$ cat config.mk
export PLATFORM = sky130hd
export DESIGN_NAME = double_hash_table_insert_search_unit_flat
export DESIGN_NICKNAME = d
export VERILOG_FILES = /design/src/hw/rtl/dht_pkg.sv /design/src/hw/rtl/dht_req_if.sv /design/src/hw/rtl/dht_rsp_if.sv /design/src/hw/rtl/double_hash_table_insert_search_unit.sv /design/src/flat_wrapper.sv
export SDC_FILE = /design/constraint.sdc
export NUM_CORES = 1
export LEC_CHECK = 0
export ABC_AREA = 1
export BUFFER_PORTS_ARGS = -buffer_cell sky130_fd_sc_hd__buf_2
export CAP_MARGIN = 20
export CORE_MARGIN = 1.5
export CORE_UTILIZATION = 50
export DETAILED_ROUTE_END_ITERATION = 10
export PLACE_DENSITY = 0.66
export SLEW_MARGIN = 20
export SYNTH_ARGS = -nofsm -noshare
export SYNTH_HDL_FRONTEND = slang
export SYNTH_SLANG_ARGS = --single-unit
export TNS_END_PERCENT = 1
$ cat constraint.sdc
create_clock -name clk -period 10.6 [get_ports clk]
set_input_delay 0.53 -clock clk [delete_from_list [all_inputs] [get_ports clk]]
set_output_delay 0.53 -clock clk [all_outputs]
set_load 0.01 [all_outputs]
$ cat src/hw/rtl/dht_pkg.sv
`timescale 1ns / 1ps

package dht_pkg;

    // Result status codes.
    localparam logic [2:0] ST_INSERTED  = 3'd0;
    localparam logic [2:0] ST_FOUND     = 3'd1;
    localparam logic [2:0] ST_NOT_FOUND = 3'd2;
    localparam logic [2:0] ST_FULL      = 3'd3;
    localparam logic [2:0] ST_ZERO_KEY  = 3'd4;

    localparam int KeyW   = 31;
    localparam int SlotW  = 8;
    localparam int PcW    = 4;

    // Datapath operation selected by a control word.
    typedef enum logic [3:0] {
        OP_NONE,
        OP_ACCEPT,
        OP_MOD_STEP,
        OP_PROBE_INIT,
        OP_PROBE_NEXT,
        OP_SCAN_INIT,
        OP_SCAN_NEXT,
        OP_EMIT_INSERTED,
        OP_EMIT_FOUND,
        OP_EMIT_NOT_FOUND,
        OP_EMIT_FULL,
        OP_EMIT_ZERO
    } op_t;

    // Jump condition selected by a control word.
    typedef enum logic [3:0] {
        COND_NEVER,
        COND_NO_INPUT,
        COND_KEY_ZERO,
        COND_SEARCH,
        COND_EMPTY,
        COND_PROBE_MORE,
        COND_MATCH,
        COND_SCAN_MORE,
        COND_OUT_BUSY
    } cond_t;

    typedef struct packed {
        op_t            op;
        cond_t          cond;
        logic [PcW-1:0] target;
        logic           ret;
    } ctl_word_t;

    // Program addresses.
    localparam logic [PcW-1:0] P_IDLE       = 4'd0;
    localparam logic [PcW-1:0] P_CHECK      = 4'd1;
    localparam logic [PcW-1:0] P_BRANCH     = 4'd2;
    localparam logic [PcW-1:0] P_MOD        = 4'd3;
    localparam logic [PcW-1:0] P_PROBE_INIT = 4'd4;
    localparam logic [PcW-1:0] P_PROBE_TEST = 4'd5;
    localparam logic [PcW-1:0] P_PROBE_NEXT = 4'd6;
    localparam logic [PcW-1:0] P_FULL       = 4'd7;
    localparam logic [PcW-1:0] P_STORE      = 4'd8;
    localparam logic [PcW-1:0] P_SCAN_INIT  = 4'd9;
    localparam logic [PcW-1:0] P_SCAN_READ  = 4'd10;
    localparam logic [PcW-1:0] P_SCAN_TEST  = 4'd11;
    localparam logic [PcW-1:0] P_SCAN_NEXT  = 4'd12;
    localparam logic [PcW-1:0] P_NOT_FOUND  = 4'd13;
    localparam logic [PcW-1:0] P_FOUND      = 4'd14;
    localparam logic [PcW-1:0] P_ZERO       = 4'd15;

    // The microprogram. A taken jump goes to target; otherwise the step
    // counter moves on, or returns to idle when ret is set.
    function automatic ctl_word_t dht_rom(input logic [PcW-1:0] pc);
        ctl_word_t w;
        w = '{op: OP_NONE, cond: COND_NEVER, target: P_IDLE, ret: 1'b1};
        unique case (pc)
            P_IDLE:       w = '{OP_ACCEPT,         COND_NO_INPUT,   P_IDLE,       1'b0};
            P_CHECK:      w = '{OP_NONE,           COND_KEY_ZERO,   P_ZERO,       1'b0};
            P_BRANCH:     w = '{OP_NONE,           COND_SEARCH,     P_SCAN_INIT,  1'b0};
            P_MOD:        w = '{OP_MOD_STEP,       COND_NEVER,      P_IDLE,       1'b0};
            P_PROBE_INIT: w = '{OP_PROBE_INIT,     COND_NEVER,      P_IDLE,       1'b0};
            P_PROBE_TEST: w = '{OP_NONE,           COND_EMPTY,      P_STORE,      1'b0};
            P_PROBE_NEXT: w = '{OP_PROBE_NEXT,     COND_PROBE_MORE, P_PROBE_TEST, 1'b0};
            P_FULL:       w = '{OP_EMIT_FULL,      COND_OUT_BUSY,   P_FULL,       1'b1};
            P_STORE:      w = '{OP_EMIT_INSERTED,  COND_OUT_BUSY,   P_STORE,      1'b1};
            P_SCAN_INIT:  w = '{OP_SCAN_INIT,      COND_NEVER,      P_IDLE,       1'b0};
            P_SCAN_READ:  w = '{OP_NONE,           COND_NEVER,      P_IDLE,       1'b0};
            P_SCAN_TEST:  w = '{OP_NONE,           COND_MATCH,      P_FOUND,      1'b0};
            P_SCAN_NEXT:  w = '{OP_SCAN_NEXT,      COND_SCAN_MORE,  P_SCAN_READ,  1'b0};
            P_NOT_FOUND:  w = '{OP_EMIT_NOT_FOUND, COND_OUT_BUSY,   P_NOT_FOUND,  1'b1};
            P_FOUND:      w = '{OP_EMIT_FOUND,     COND_OUT_BUSY,   P_FOUND,      1'b1};
            P_ZERO:       w = '{OP_EMIT_ZERO,      COND_OUT_BUSY,   P_ZERO,       1'b1};
            default:      w = '{OP_NONE,           COND_NEVER,      P_IDLE,       1'b1};
        endcase
        return w;
    endfunction

endpackage

$ cat src/hw/rtl/dht_req_if.sv
`timescale 1ns / 1ps

// Request channel: one item is a mode and a key.
interface dht_req_if
    import dht_pkg::*;
();
    logic            valid;
    logic            ready;
    logic            mode;
    logic [KeyW-1:0] key;

    modport source (output valid, output mode, output key, input ready);
    modport sink   (input valid, input mode, input key, output ready);
endinterface

$ cat src/hw/rtl/dht_rsp_if.sv
`timescale 1ns / 1ps

// Response channel: one item is a slot index and a status code.
interface dht_rsp_if
    import dht_pkg::*;
();
    logic             valid;
    logic             ready;
    logic [SlotW-1:0] slot_index;
    logic [2:0]       status;

    modport source (output valid, output slot_index, output status, input ready);
    modport sink   (input valid, input slot_index, input status, output ready);
endinterface

$ cat src/hw/rtl/double_hash_table_insert_search_unit.sv
// Open-addressing hash table of TABLE_SIZE keys with double hashing. Each
// request item carries a mode (0 insert, 1 search) and a 31-bit key; each
// request gives exactly one response item with a slot index and a status
// (0 inserted, 1 found, 2 not found, 3 table full, 4 key zero rejected). The
// table is empty after reset with no clearing pass. Items are handled one at
// a time by a small microprogram. An insert first divides the key by
// TABLE_SIZE and TABLE_SIZE-1 with reciprocal multipliers, and then tests
// one probe slot at a time until it finds an empty one or has tried
// TABLE_SIZE probes, when it reports the table full. A search scans the key
// memory from slot 0 through its single registered read port, one slot at a
// time, and reports not found when no slot holds the key. A finished
// response waits in an output register, and the next request is taken
// meanwhile.
`timescale 1ns / 1ps

module double_hash_table_insert_search_unit
    import dht_pkg::*;
#(
    parameter int TABLE_SIZE = 7
) (
    input  logic      clk,
    input  logic      rst_n,
    dht_req_if.sink   request,
    dht_rsp_if.source response
);

    localparam int IW = $clog2(TABLE_SIZE);

    // Rounded-up reciprocals: (key * RCP) >> KSH is the exact quotient for
    // every 31-bit key.
    localparam int KSH_M = KeyW + IW;
    localparam int KSH_N = KeyW + $clog2(TABLE_SIZE - 1);
    localparam logic [63:0] RCP_M_W =
        ((64'd1 << KSH_M) + 64'(TABLE_SIZE - 1)) / 64'(TABLE_SIZE);
    localparam logic [63:0] RCP_N_W =
        ((64'd1 << KSH_N) + 64'(TABLE_SIZE - 2)) / 64'(TABLE_SIZE - 1);
    localparam logic [KeyW:0] RCP_M = RCP_M_W[KeyW:0];
    localparam logic [KeyW:0] RCP_N = RCP_N_W[KeyW:0];

    localparam logic [IW:0]   SIZE_W   = (IW + 1)'(TABLE_SIZE);
    localparam logic [IW-1:0] SIZE_LO  = IW'(TABLE_SIZE);
    localparam logic [IW-1:0] LAST_IDX = IW'(TABLE_SIZE - 1);

    // Sequencer.
    logic [PcW-1:0] pc_reg, pc_next;
    ctl_word_t      ctl;
    logic           cond_hit;
    logic           out_free;

    // Control registers.
    logic                  rsp_valid_reg, rsp_valid_next;
    logic [TABLE_SIZE-1:0] occ_reg, occ_next;

    // Datapath registers.
    logic              mode_reg, mode_next;
    logic [KeyW-1:0]   key_reg, key_next;
    logic [IW-1:0]     quot_m_reg, quot_m_next;
    logic [IW-1:0]     quot_n_reg, quot_n_next;
    logic [IW-1:0]     probe_reg, probe_next;
    logic [IW-1:0]     stride_reg, stride_next;
    logic [IW-1:0]     probe_cnt_reg, probe_cnt_next;
    logic [IW-1:0]     scan_reg, scan_next;
    logic [SlotW-1:0]  slot_reg, slot_next;
    logic [2:0]        status_reg, status_next;

    // Key memory with a registered read port addressed by the scan index.
    logic [KeyW-1:0] key_mem [TABLE_SIZE];
    logic [KeyW-1:0] rd_key_reg;
    logic            rd_occ_reg;
    logic            mem_we;

    logic [2*KeyW:0]     prod_m;
    logic [2*KeyW:0]     prod_n;
    logic [IW-1:0]       rem_m;
    logic [IW-1:0]       rem_n;
    logic [IW:0]         first_sum;
    logic [IW:0]         probe_sum;

    assign ctl      = dht_rom(pc_reg);
    assign out_free = !rsp_valid_reg || response.ready;

    assign request.ready       = (ctl.op == OP_ACCEPT);
    assign response.valid      = rsp_valid_reg;
    assign response.slot_index = slot_reg;
    assign response.status     = status_reg;

    // Jump condition.
    always_comb
    begin
        unique case (ctl.cond)
            COND_NEVER:      cond_hit = 1'b0;
            COND_NO_INPUT:   cond_hit = !request.valid;
            COND_KEY_ZERO:   cond_hit = (key_reg == '0);
            COND_SEARCH:     cond_hit = mode_reg;
            COND_EMPTY:      cond_hit = !occ_reg[probe_reg];
            COND_PROBE_MORE: cond_hit = (probe_cnt_reg != LAST_IDX);
            COND_MATCH:      cond_hit = rd_occ_reg && (rd_key_reg == key_reg);
            COND_SCAN_MORE:  cond_hit = (scan_reg != LAST_IDX);
            COND_OUT_BUSY:   cond_hit = !out_free;
            default:         cond_hit = 1'b0;
        endcase
    end

    always_comb
    begin
        if (cond_hit) begin
            pc_next = ctl.target;
        end else if (ctl.ret) begin
            pc_next = P_IDLE;
        end else begin
            pc_next = pc_reg + 1'b1;
        end
    end

    // Quotients by reciprocal multiplication. Only the low quotient bits are
    // kept, since a remainder below TABLE_SIZE follows from the low bits of
    // key - quotient * divisor alone.
    assign prod_m = {{(KeyW + 1){1'b0}}, key_reg} * {{KeyW{1'b0}}, RCP_M};
    assign prod_n = {{(KeyW + 1){1'b0}}, key_reg} * {{KeyW{1'b0}}, RCP_N};
    assign rem_m  = key_reg[IW-1:0] - quot_m_reg * SIZE_LO;
    assign rem_n  = key_reg[IW-1:0] - quot_n_reg * LAST_IDX;

    assign first_sum = {1'b0, rem_m} + 1'b1;
    assign probe_sum = {1'b0, probe_reg} + {1'b0, stride_reg};

    // Datapath: each operation of the control word.
    always_comb
    begin
        rsp_valid_next = rsp_valid_reg;
        occ_next       = occ_reg;
        mode_next      = mode_reg;
        key_next       = key_reg;
        quot_m_next    = quot_m_reg;
        quot_n_next    = quot_n_reg;
        probe_next     = probe_reg;
        stride_next    = stride_reg;
        probe_cnt_next = probe_cnt_reg;
        scan_next      = scan_reg;
        slot_next      = slot_reg;
        status_next    = status_reg;
        mem_we         = 1'b0;

        if (rsp_valid_reg && response.ready) begin
            rsp_valid_next = 1'b0;
        end

        case (ctl.op)
            OP_ACCEPT:
            begin
                if (request.valid) begin
                    mode_next = request.mode;
                    key_next  = request.key;
                end
            end
            OP_MOD_STEP:
            begin
                quot_m_next = prod_m[KSH_M +: IW];
                quot_n_next = prod_n[KSH_N +: IW];
            end
            OP_PROBE_INIT:
            begin
                probe_next     = (first_sum == SIZE_W) ? '0 : first_sum[IW-1:0];
                stride_next    = LAST_IDX - rem_n;
                probe_cnt_next = '0;
            end
            OP_PROBE_NEXT:
            begin
                probe_next     = (probe_sum >= SIZE_W) ? IW'(probe_sum - SIZE_W)
                                                       : probe_sum[IW-1:0];
                probe_cnt_next = probe_cnt_reg + 1'b1;
            end
            OP_SCAN_INIT:
            begin
                scan_next = '0;
            end
            OP_SCAN_NEXT:
            begin
                scan_next = scan_reg + 1'b1;
            end
            OP_EMIT_INSERTED:
            begin
                if (out_free) begin
                    mem_we              = 1'b1;
                    occ_next[probe_reg] = 1'b1;
                    slot_next           = SlotW'(probe_reg);
                    status_next         = ST_INSERTED;
                    rsp_valid_next      = 1'b1;
                end
            end
            OP_EMIT_FOUND:
            begin
                if (out_free) begin
                    slot_next      = SlotW'(scan_reg);
                    status_next    = ST_FOUND;
                    rsp_valid_next = 1'b1;
                end
            end
            OP_EMIT_NOT_FOUND:
            begin
                if (out_free) begin
                    slot_next      = '0;
                    status_next    = ST_NOT_FOUND;
                    rsp_valid_next = 1'b1;
                end
            end
            OP_EMIT_FULL:
            begin
                if (out_free) begin
                    slot_next      = '0;
                    status_next    = ST_FULL;
                    rsp_valid_next = 1'b1;
                end
            end
            OP_EMIT_ZERO:
            begin
                if (out_free) begin
                    slot_next      = '0;
                    status_next    = ST_ZERO_KEY;
                    rsp_valid_next = 1'b1;
                end
            end
            default:
            begin
            end
        endcase
    end

    // Control state: step counter, response flag and slot occupancy.
    always_ff @(posedge clk or negedge rst_n)
    begin
        if (!rst_n) begin
            pc_reg        <= P_IDLE;
            rsp_valid_reg <= 1'b0;
            occ_reg       <= '0;
        end else begin
            pc_reg        <= pc_next;
            rsp_valid_reg <= rsp_valid_next;
            occ_reg       <= occ_next;
        end
    end

    always_ff @(posedge clk)
    begin
        mode_reg      <= mode_next;
        key_reg       <= key_next;
        quot_m_reg    <= quot_m_next;
        quot_n_reg    <= quot_n_next;
        probe_reg     <= probe_next;
        stride_reg    <= stride_next;
        probe_cnt_reg <= probe_cnt_next;
        scan_reg      <= scan_next;
        slot_reg      <= slot_next;
        status_reg    <= status_next;
    end

    // Key memory. An entry whose occupancy bit is clear reads as empty.
    always_ff @(posedge clk)
    begin
        if (mem_we) begin
            key_mem[probe_reg] <= key_reg;
        end
        rd_key_reg <= key_mem[scan_reg];
        rd_occ_reg <= occ_reg[scan_reg];
    end

endmodule
$ cat src/flat_wrapper.sv
// flat-port wrapper written by rule: the top's interface ports become plain ports
module double_hash_table_insert_search_unit_flat import dht_pkg::*;
#(
    parameter int TABLE_SIZE = 7
)
  (clk, rst_n, request_valid, request_mode, request_key, request_ready, response_valid, response_slot_index, response_status, response_ready);
  dht_req_if request_i ();
  dht_rsp_if response_i ();
  input  logic clk;
  input  logic rst_n;
  input wire logic [$bits(request_i.valid)-1:0] request_valid;
  input wire logic [$bits(request_i.mode)-1:0] request_mode;
  input wire logic [$bits(request_i.key)-1:0] request_key;
  output wire logic [$bits(request_i.ready)-1:0] request_ready;
  output wire logic [$bits(response_i.valid)-1:0] response_valid;
  output wire logic [$bits(response_i.slot_index)-1:0] response_slot_index;
  output wire logic [$bits(response_i.status)-1:0] response_status;
  input wire logic [$bits(response_i.ready)-1:0] response_ready;
  assign request_i.valid = request_valid;
  assign request_i.mode = request_mode;
  assign request_i.key = request_key;
  assign request_ready = request_i.ready;
  assign response_valid = response_i.valid;
  assign response_slot_index = response_i.slot_index;
  assign response_status = response_i.status;
  assign response_i.ready = response_ready;
  double_hash_table_insert_search_unit #(.TABLE_SIZE(TABLE_SIZE)) u_core (.clk(clk), .rst_n(rst_n), .request(request_i), .response(response_i));
endmodule
==> reports/results.txt, run 1 <==
Commonest cells after routing, fill and taps aside -> inv_1 (583), ha_1 (359), nand2_1 (300), fa_1 (299), edfxtp_1 (272)
Seq cells post-synth -> 316
Synth Area in XOR/XNOR -> 0.0151
Worst path cell trace -> ha_1 > inv_1 > fa_1 > inv_1 > fa_1 > inv_1 > fa_1 > fa_1 > inv_1 > fa_1 > inv_1 > fa_1 > inv_1 > fa_1 > ha_1 > nand2_1 > nor3_1 > nand3_1 > nor4_1 > nand2_1 > nand3_1 > nand2_1
CP Capture Type -> flop
Die height -> 234 um
GRT overflow -> 0
Max Root-Sink Buffers -> 3
I/O pin count -> 49
DPL Wire Length -> 49.7 mm
Max-cap viol count -> 0
Synth cell types -> 56
CTS tree -> yes
Mux contribution to synthesized area -> 0
Clock slew at reported path FFs -> 0.08 ns
Setup_tns -> 0 ns
Post-Route Utilization -> 0.549
Post-layout min period -> 6.99 ns
Layout cells sized above 1 -> 0.0658
Slew @ Worst Pin -> 1.12 ns
Max-slew headroom -> 0.253
Final net count -> 3,297
Initial Util -> 0.506
Via count -> 17,389
Adder-Cell Fraction of Synth Area -> 0.393
CP Max Fanout -> 14
Vias in the first global route -> 18,701
Final Hold Viols -> 0
Highest clock rate -> 143 MHz
CORE AREA -> 52,700 um^2
Via/cell ratio -> 5.24
Slowest CP cell -> fa_1
# H-tree levels -> 2
Row cnt -> 84
Layout area overhead -> 8.35%
Worst min path class -> in -> reg
Synth Area in Simple Gates -> 0.0922
PortBufs -> 43
WL per Instance -> 19.4 um
Worst EP arrival -> 7.33 ns
Synth Area in Compound Gates -> 0.0642
Post-Syn Instances -> 2,543
Top_reg_cell synth -> edfxtp_1
Clock latency on the worst-skew pair -> 0.57 ns
Period utilization -> 0.659
Avg Cell Area, Syn -> 10.5 um^2
Clock net sink count -> 316
Warnings from Yosys -> 0
Final wirelength -> 64.4 mm
Antenna violations before repair -> 0
ANT cells -> 0
Ys async rst share -> 0.0380
Largest net degree at the start of global routing -> 101
Final Max Tran Viols -> 0
RSZ-0062 raised after global routing -> false
Pre-antenna DRT Iters -> 5
Critical path type -> reg -> reg
First-pass GRT wire length -> 104 mm
Share of the yosys chip area belonging to registers -> 0.342
CP max stage delay -> 0.66 ns
TritonCTS Buffers -> 36
Area of the mapped netlist -> 26,700 um^2
Max reg flops -> 217
Commonest non-fill, non-tap cell in the layout -> inv_1
CP Data Required Time -> 10.94 ns
DR DRC count -> 0
Status -> finished, final reports clean
Placer Congestion -> 0.919
Final setup violating endpoints -> 0
Largest family of logic cells by synthesized area -> adder cells
Antenna Violating Nets Remaining -> 0
Post-synth EDFFs -> 272
Die X -> 234 um
Final clock skew -> 0.0389 ns
Startpoint Class -> flop
Die ar. -> 54,700 um^2
DR iter-0 viols -> 924
CTS root buf -> clkbuf_16
Total GRT Usage -> 0.252
Most frequent cell on the critical path -> fa_1
## metrics by stage
| stage | setup WS (ns) | instance area (um^2) | hold WS, ns | std cells |
|---|---|---|---|---|
| final | 3.61 | 28900 | 0.151 | 3318 |
| after global routing | 3.22 | 28900 | 0.131 | 3318 |
| after CTS | 3.60 | 28900 | 0.124 | 3318 |
| after detailed placement | 3.60 | 27700 | 0.449 | 3252 |
| after global placement | 3.61 | 27700 | 0.453 | 3252 |
| after floorplan | 4.21 | 26700 | 0.234 | 2547 |
## worst paths after layout
check | start | end | slack [ns] | depth (start not counted)
max in group asynchronous | rst_n | u_core.occ_reg[0]$_DFFE_PN0P_ | 9.94 | 2
min in group asynchronous | rst_n | u_core.response.valid$_DFF_PN0_ | 0.41 | 2
worst min register to register | u_core.occ_reg[1]$_DFFE_PN0P_ | u_core.occ_reg[1]$_DFFE_PN0P_ | 0.48 | 2
worst min-delay path | request_key[14] | u_core.key_reg[14]$_DFFE_PP_ | 0.15 | 1
worst max-delay path | u_core.key_reg[9]$_DFFE_PP_ | u_core.quot_n_reg[0]$_DFFE_PN_ | 3.61 | 22
worst max register to register | u_core.key_reg[9]$_DFFE_PP_ | u_core.quot_n_reg[0]$_DFFE_PN_ | 3.61 | 22
## critical path: cells and delay by family, from the launching register on
family        cells  cell delay [ns]
fa+ha+maj         9             4.70
buf+inv           6             0.58
simple gates      7             0.88
flops             1             0.61
## cells in the mapped netlist (5+ instances only)
cell type	instances	area (um^2)
a21oi_1	114	571
buf_2	5	25.0
buf_4	5	37.5
clkbuf_1	40	150
dfrtp_1	12	300
dfxtp_1	32	641
edfxtp_1	272	8170
fa_1	299	5990
ha_1	359	4490
inv_1	584	2190
inv_2	5	18.8
nand2_1	300	1130
nand3_1	39	195
nand4_1	16	100
nor2_1	156	586
nor2_4	7	78.8
nor3_1	9	45.0
o21ai_0	130	651
o22ai_1	34	213
or2_2	8	50.1
xnor2_1	31	272
xor2_1	15	131
## final cells by class
type,instances,area (um^2)
well taps,688,861
flip-flops and latches,316,9110
multi-input cells,1586,15100
clock inverters,16,176
clock buffers,49,960
repair buffers,71,428
fillers,4519,23800
inverters,592,2240
## logic make-up after synthesis
group           count (synthesis)
xor+xnor                       46
fa+ha+maj                     658
simple gates                  566
compound gates                311
flops                         316
buf+inv                       645
other cells                     1
## timing repair
action | 4_1_cts | 5_1_grt
hold buffers | 1 | 0
gates resized for setup | 0 | 0
buffers inserted | 0 | 0
endpoints found under the hold margin | 12 | 0
## per-layer routing
metal / up-vias / routed length [um] / global-route usage
li1: 8237 / - / -
met1: 8651 / 26500 / 0.322
met2: 390 / 33200 / 0.449
met3: 111 / 2600 / 0.0271
met4: 0 / 2020 / 0.0823
met5: - / 0 / 0
Power of run 1 is not shown: default switching activity piles up to over one toggle a cycle in this logic, so the estimate is an artifact.
==> inputs of run 2 (changes only) <==
--- a/config.mk
+++ b/config.mk
@@ -11,7 +11,7 @@
 export CORE_MARGIN = 1.5
 export CORE_UTILIZATION = 50
 export DETAILED_ROUTE_END_ITERATION = 10
-export PLACE_DENSITY = 0.66
+export PLACE_DENSITY = 0.68
 export SLEW_MARGIN = 20
 export SYNTH_ARGS = -nofsm -noshare
 export SYNTH_HDL_FRONTEND = slang
==> constraint.sdc (replaced) <==
create_clock -name clk -period 5.8 [get_ports clk]
set_input_delay 0.29 -clock clk [delete_from_list [all_inputs] [get_ports clk]]
set_output_delay 0.29 -clock clk [all_outputs]
set_load 0.01 [all_outputs]
==> run 2 against run 1 <==
The flow now finishes with violations (setup timing). Critical path depth fell by 1. Core utilization rose by 2.9 points. Hold slack worse by 0.14 ns. Clock skew down 0.028 ns. Critical path type unchanged. Final area up 5.3%. Largest cell class unchanged. Worst setup slack worse by 4.0 ns. Die area unchanged.
==> reports/results.txt, run 2 (same netlist as run 1, synthesis figures left out) <==
Status -> finished with violations
Failing checks -> setup timing
Pre-antenna DRT Iters -> 5 (unchanged)
Via count -> 18,106 (+4.1%)
# fillers -> 4,350 (-3.7%)
Largest net degree at the start of global routing -> 80 (-21%)
Max Root-Sink Buffers -> 3 (unchanged)
CP Data Required Time -> 6.08 ns (-4.86 ns)
Final net count -> 3,459 (+4.9%)
Clock net sink count -> 316 (unchanged)
Hold worst-path end -> u_core.key_reg[6]$_DFFE_PP_
Final wirelength -> 66.2 mm (+2.9%)
R2r setup slk -> -0.35 ns (-3.96 ns)
PortBufs -> 43 (unchanged)
CP Capture Type -> flop
Die ar. -> 54,700 um^2 (unchanged)
Startpoint Class -> flop
Post-layout min period -> 6.15 ns (-0.840 ns)
DR DRC count -> 0 (unchanged)
Slowest CP cell -> fa_1
Period utilization -> 1.06 (+0.401)
Final Max Tran Viols -> 0 (unchanged)
Worst slack, placed -> -0.352 ns (-3.95 ns)
CP top delay family -> adder cells
Slew @ Worst Pin -> 1.11 ns (-0.00904 ns)
Via/cell ratio -> 5.20 (-0.72%)
CP max stage delay -> 0.57 ns (-0.09 ns)
WL per Instance -> 19.0 um (-1.9%)
Postcts setup bufs -> 0 (unchanged)
HP Start -> request_key[6]
Highest clock rate -> 163 MHz (+14%)
Die X -> 234 um (unchanged)
TritonCTS Buffers -> 35 (-2.8%)
Antenna violations before repair -> 0 (unchanged)
Final setup violating endpoints -> 4 (+4)
Placer Congestion -> 0.931 (+1.3%)
Antenna Violating Nets Remaining -> 0 (unchanged)
DPL Wire Length -> 51.4 mm (+3.4%)
Total GRT Usage -> 0.255 (+0.00278)
Worst EP arrival -> 6.43 ns (-0.90 ns)
Clock latency on the worst-skew pair -> 0.53 ns (-0.04 ns)
Hold Crit Depth -> 1 (unchanged)
Max-cap viol count -> 0 (unchanged)
Worst min path class -> in -> reg
Final clock skew -> 0.0105 ns (-0.0285 ns)
Final Hold Viols -> 0 (unchanged)
Layout area overhead -> 14.1%
Max-slew headroom -> 0.256 (+0.00329)
# H-tree levels -> 2 (unchanged)
RSZ-0062 raised after global routing -> true
Clock slew at reported path FFs -> 0.07 ns (about the same)
Most frequent cell on the critical path -> fa_1
Layout cells sized above 1 -> 0.123 (+0.0575)
CTS root buf -> clkbuf_16
First-pass GRT wire length -> 106 mm (+1.8%)
Die height -> 234 um (unchanged)
Commonest cells after routing, fill and taps aside -> inv_1 (579), ha_1 (352), nand2_1 (299), fa_1 (297), edfxtp_1 (272)
WP buf/inv -> 5 (-1)
Final Worst Setup Slack -> -0.346 ns (-3.96 ns)
RR Endpoint -> u_core.quot_n_reg[0]$_DFFE_PN_
GRT overflow -> 0 (unchanged)
Vias in the first global route -> 19,218 (+2.8%)
CTS tree -> yes
Post-Route Utilization -> 0.578 (+0.0290)
CORE AREA -> 52,700 um^2 (unchanged)
Initial Util -> 0.506 (unchanged)
CP Max Fanout -> 3 (-11)
Cells on worst reg2reg path -> 21 (-4.5%)
Worst path cell trace -> buf_4 > ha_1 > fa_1 > fa_1 > inv_1 > fa_1 > fa_1 > inv_1 > fa_1 > inv_1 > fa_1 > inv_1 > fa_1 > ha_4 > nand2_2 > nor3_2 > nand3_2 > nor4_2 > nand2_1 > nand3_1 > nand2_1
DR iter-0 viols -> 1,147 (+24%)
Max reg flops -> 217 (unchanged)
RR Startpoint -> u_core.key_reg[30]$_DFFE_PP_
Commonest non-fill, non-tap cell in the layout -> inv_1
I/O pin count -> 49 (unchanged)
Critical path type -> reg -> reg
Row cnt -> 84 (unchanged)
==> run 2: cell count changes in the layout (fill, tap and decap cells not counted), sizes merged <==
cell         delta
bufinv          +1
clkinv          +2
clkbuf          -6
buf           +137
dlygate4sd3    +26
clkinvlp        +1
diode           +1
==> run 2: metal layers <==
metal,GRT usage,vias to the layer above,wire [um]
met5,0,-,0
met4,0.0659,0,1680
met3,0.0244,89,2850
met2,0.450,456,33600
met1,0.337,8992,28100
li1,-,8569,-
==> run 2: worst register-to-register path, cell delays in order (launching register included) <==
cell,delay (ns)
edfxtp_1,0.45
buf_4,0.19
ha_1,0.31
fa_1,0.47
fa_1,0.53
inv_1,0.06
fa_1,0.44
fa_1,0.55
inv_1,0.06
fa_1,0.57
inv_1,0.07
fa_1,0.53
inv_1,0.05
fa_1,0.49
ha_4,0.31
nand2_2,0.08
nor3_2,0.20
nand3_2,0.13
nor4_2,0.17
nand2_1,0.12
nand3_1,0.09
nand2_1,0.05
==> run 2: worst max-delay path by stage <==
stage / start / end / slack [ns] / cells past startpoint
after detailed placement: u_core.key_reg[9]$_DFFE_PP_ / u_core.quot_n_reg[1]$_DFFE_PN_ / -0.35 / 21
final: u_core.key_reg[30]$_DFFE_PP_ / u_core.quot_n_reg[0]$_DFFE_PN_ / -0.35 / 21
after global routing: u_core.key_reg[7]$_DFFE_PP_ / u_core.quot_n_reg[0]$_DFFE_PN_ / -0.66 / 22
after floorplan: u_core.key_reg[7]$_DFFE_PP_ / u_core.quot_n_reg[0]$_DFFE_PN_ / -0.23 / 22
after global placement: u_core.key_reg[9]$_DFFE_PP_ / u_core.quot_n_reg[1]$_DFFE_PN_ / -0.26 / 21
after CTS: u_core.key_reg[9]$_DFFE_PP_ / u_core.quot_n_reg[0]$_DFFE_PN_ / -0.35 / 22
==> run 2: through the flow <==
stage          hold WS (ns)  TNS (ns)  std cells  instance area (um^2)
2_1_floorplan      -0.00559    -0.445       2547                 26700
3_3_place_gp          0.191    -0.715       3389                 28900
3_5_place_dp          0.200     -1.03       3389                 28900
4_1_cts             0.00782    -0.862       3479                 30300
6_report             0.0158    -0.755       3480                 30400
5_1_grt              0.0147     -1.89       3479                 30400
==> run 2: layout make-up <==
cell class / instances / area (um^2) / area share
repair buffers: 234 / 1770 / 0.0583
diodes: 1 / 2.50 / 0.0000823
clock buffers: 43 / 936 / 0.0308
clock inverters: 20 / 206 / 0.00679
inverters: 592 / 2240 / 0.0737
well taps: 688 / 861 / 0.0283
flip-flops and latches: 316 / 9110 / 0.300
multi-input cells: 1586 / 15300 / 0.502
==> run 2: what timing repair did <==
action	4_1_cts	5_1_grt
hold endpoints to repair	38	0
gates resized for setup	7	15
pin swaps	1	0
cloned	0	0
hold buffers	27	0
endpoints found under the setup margin	4	5
Power of run 2 is left out for the same reason.
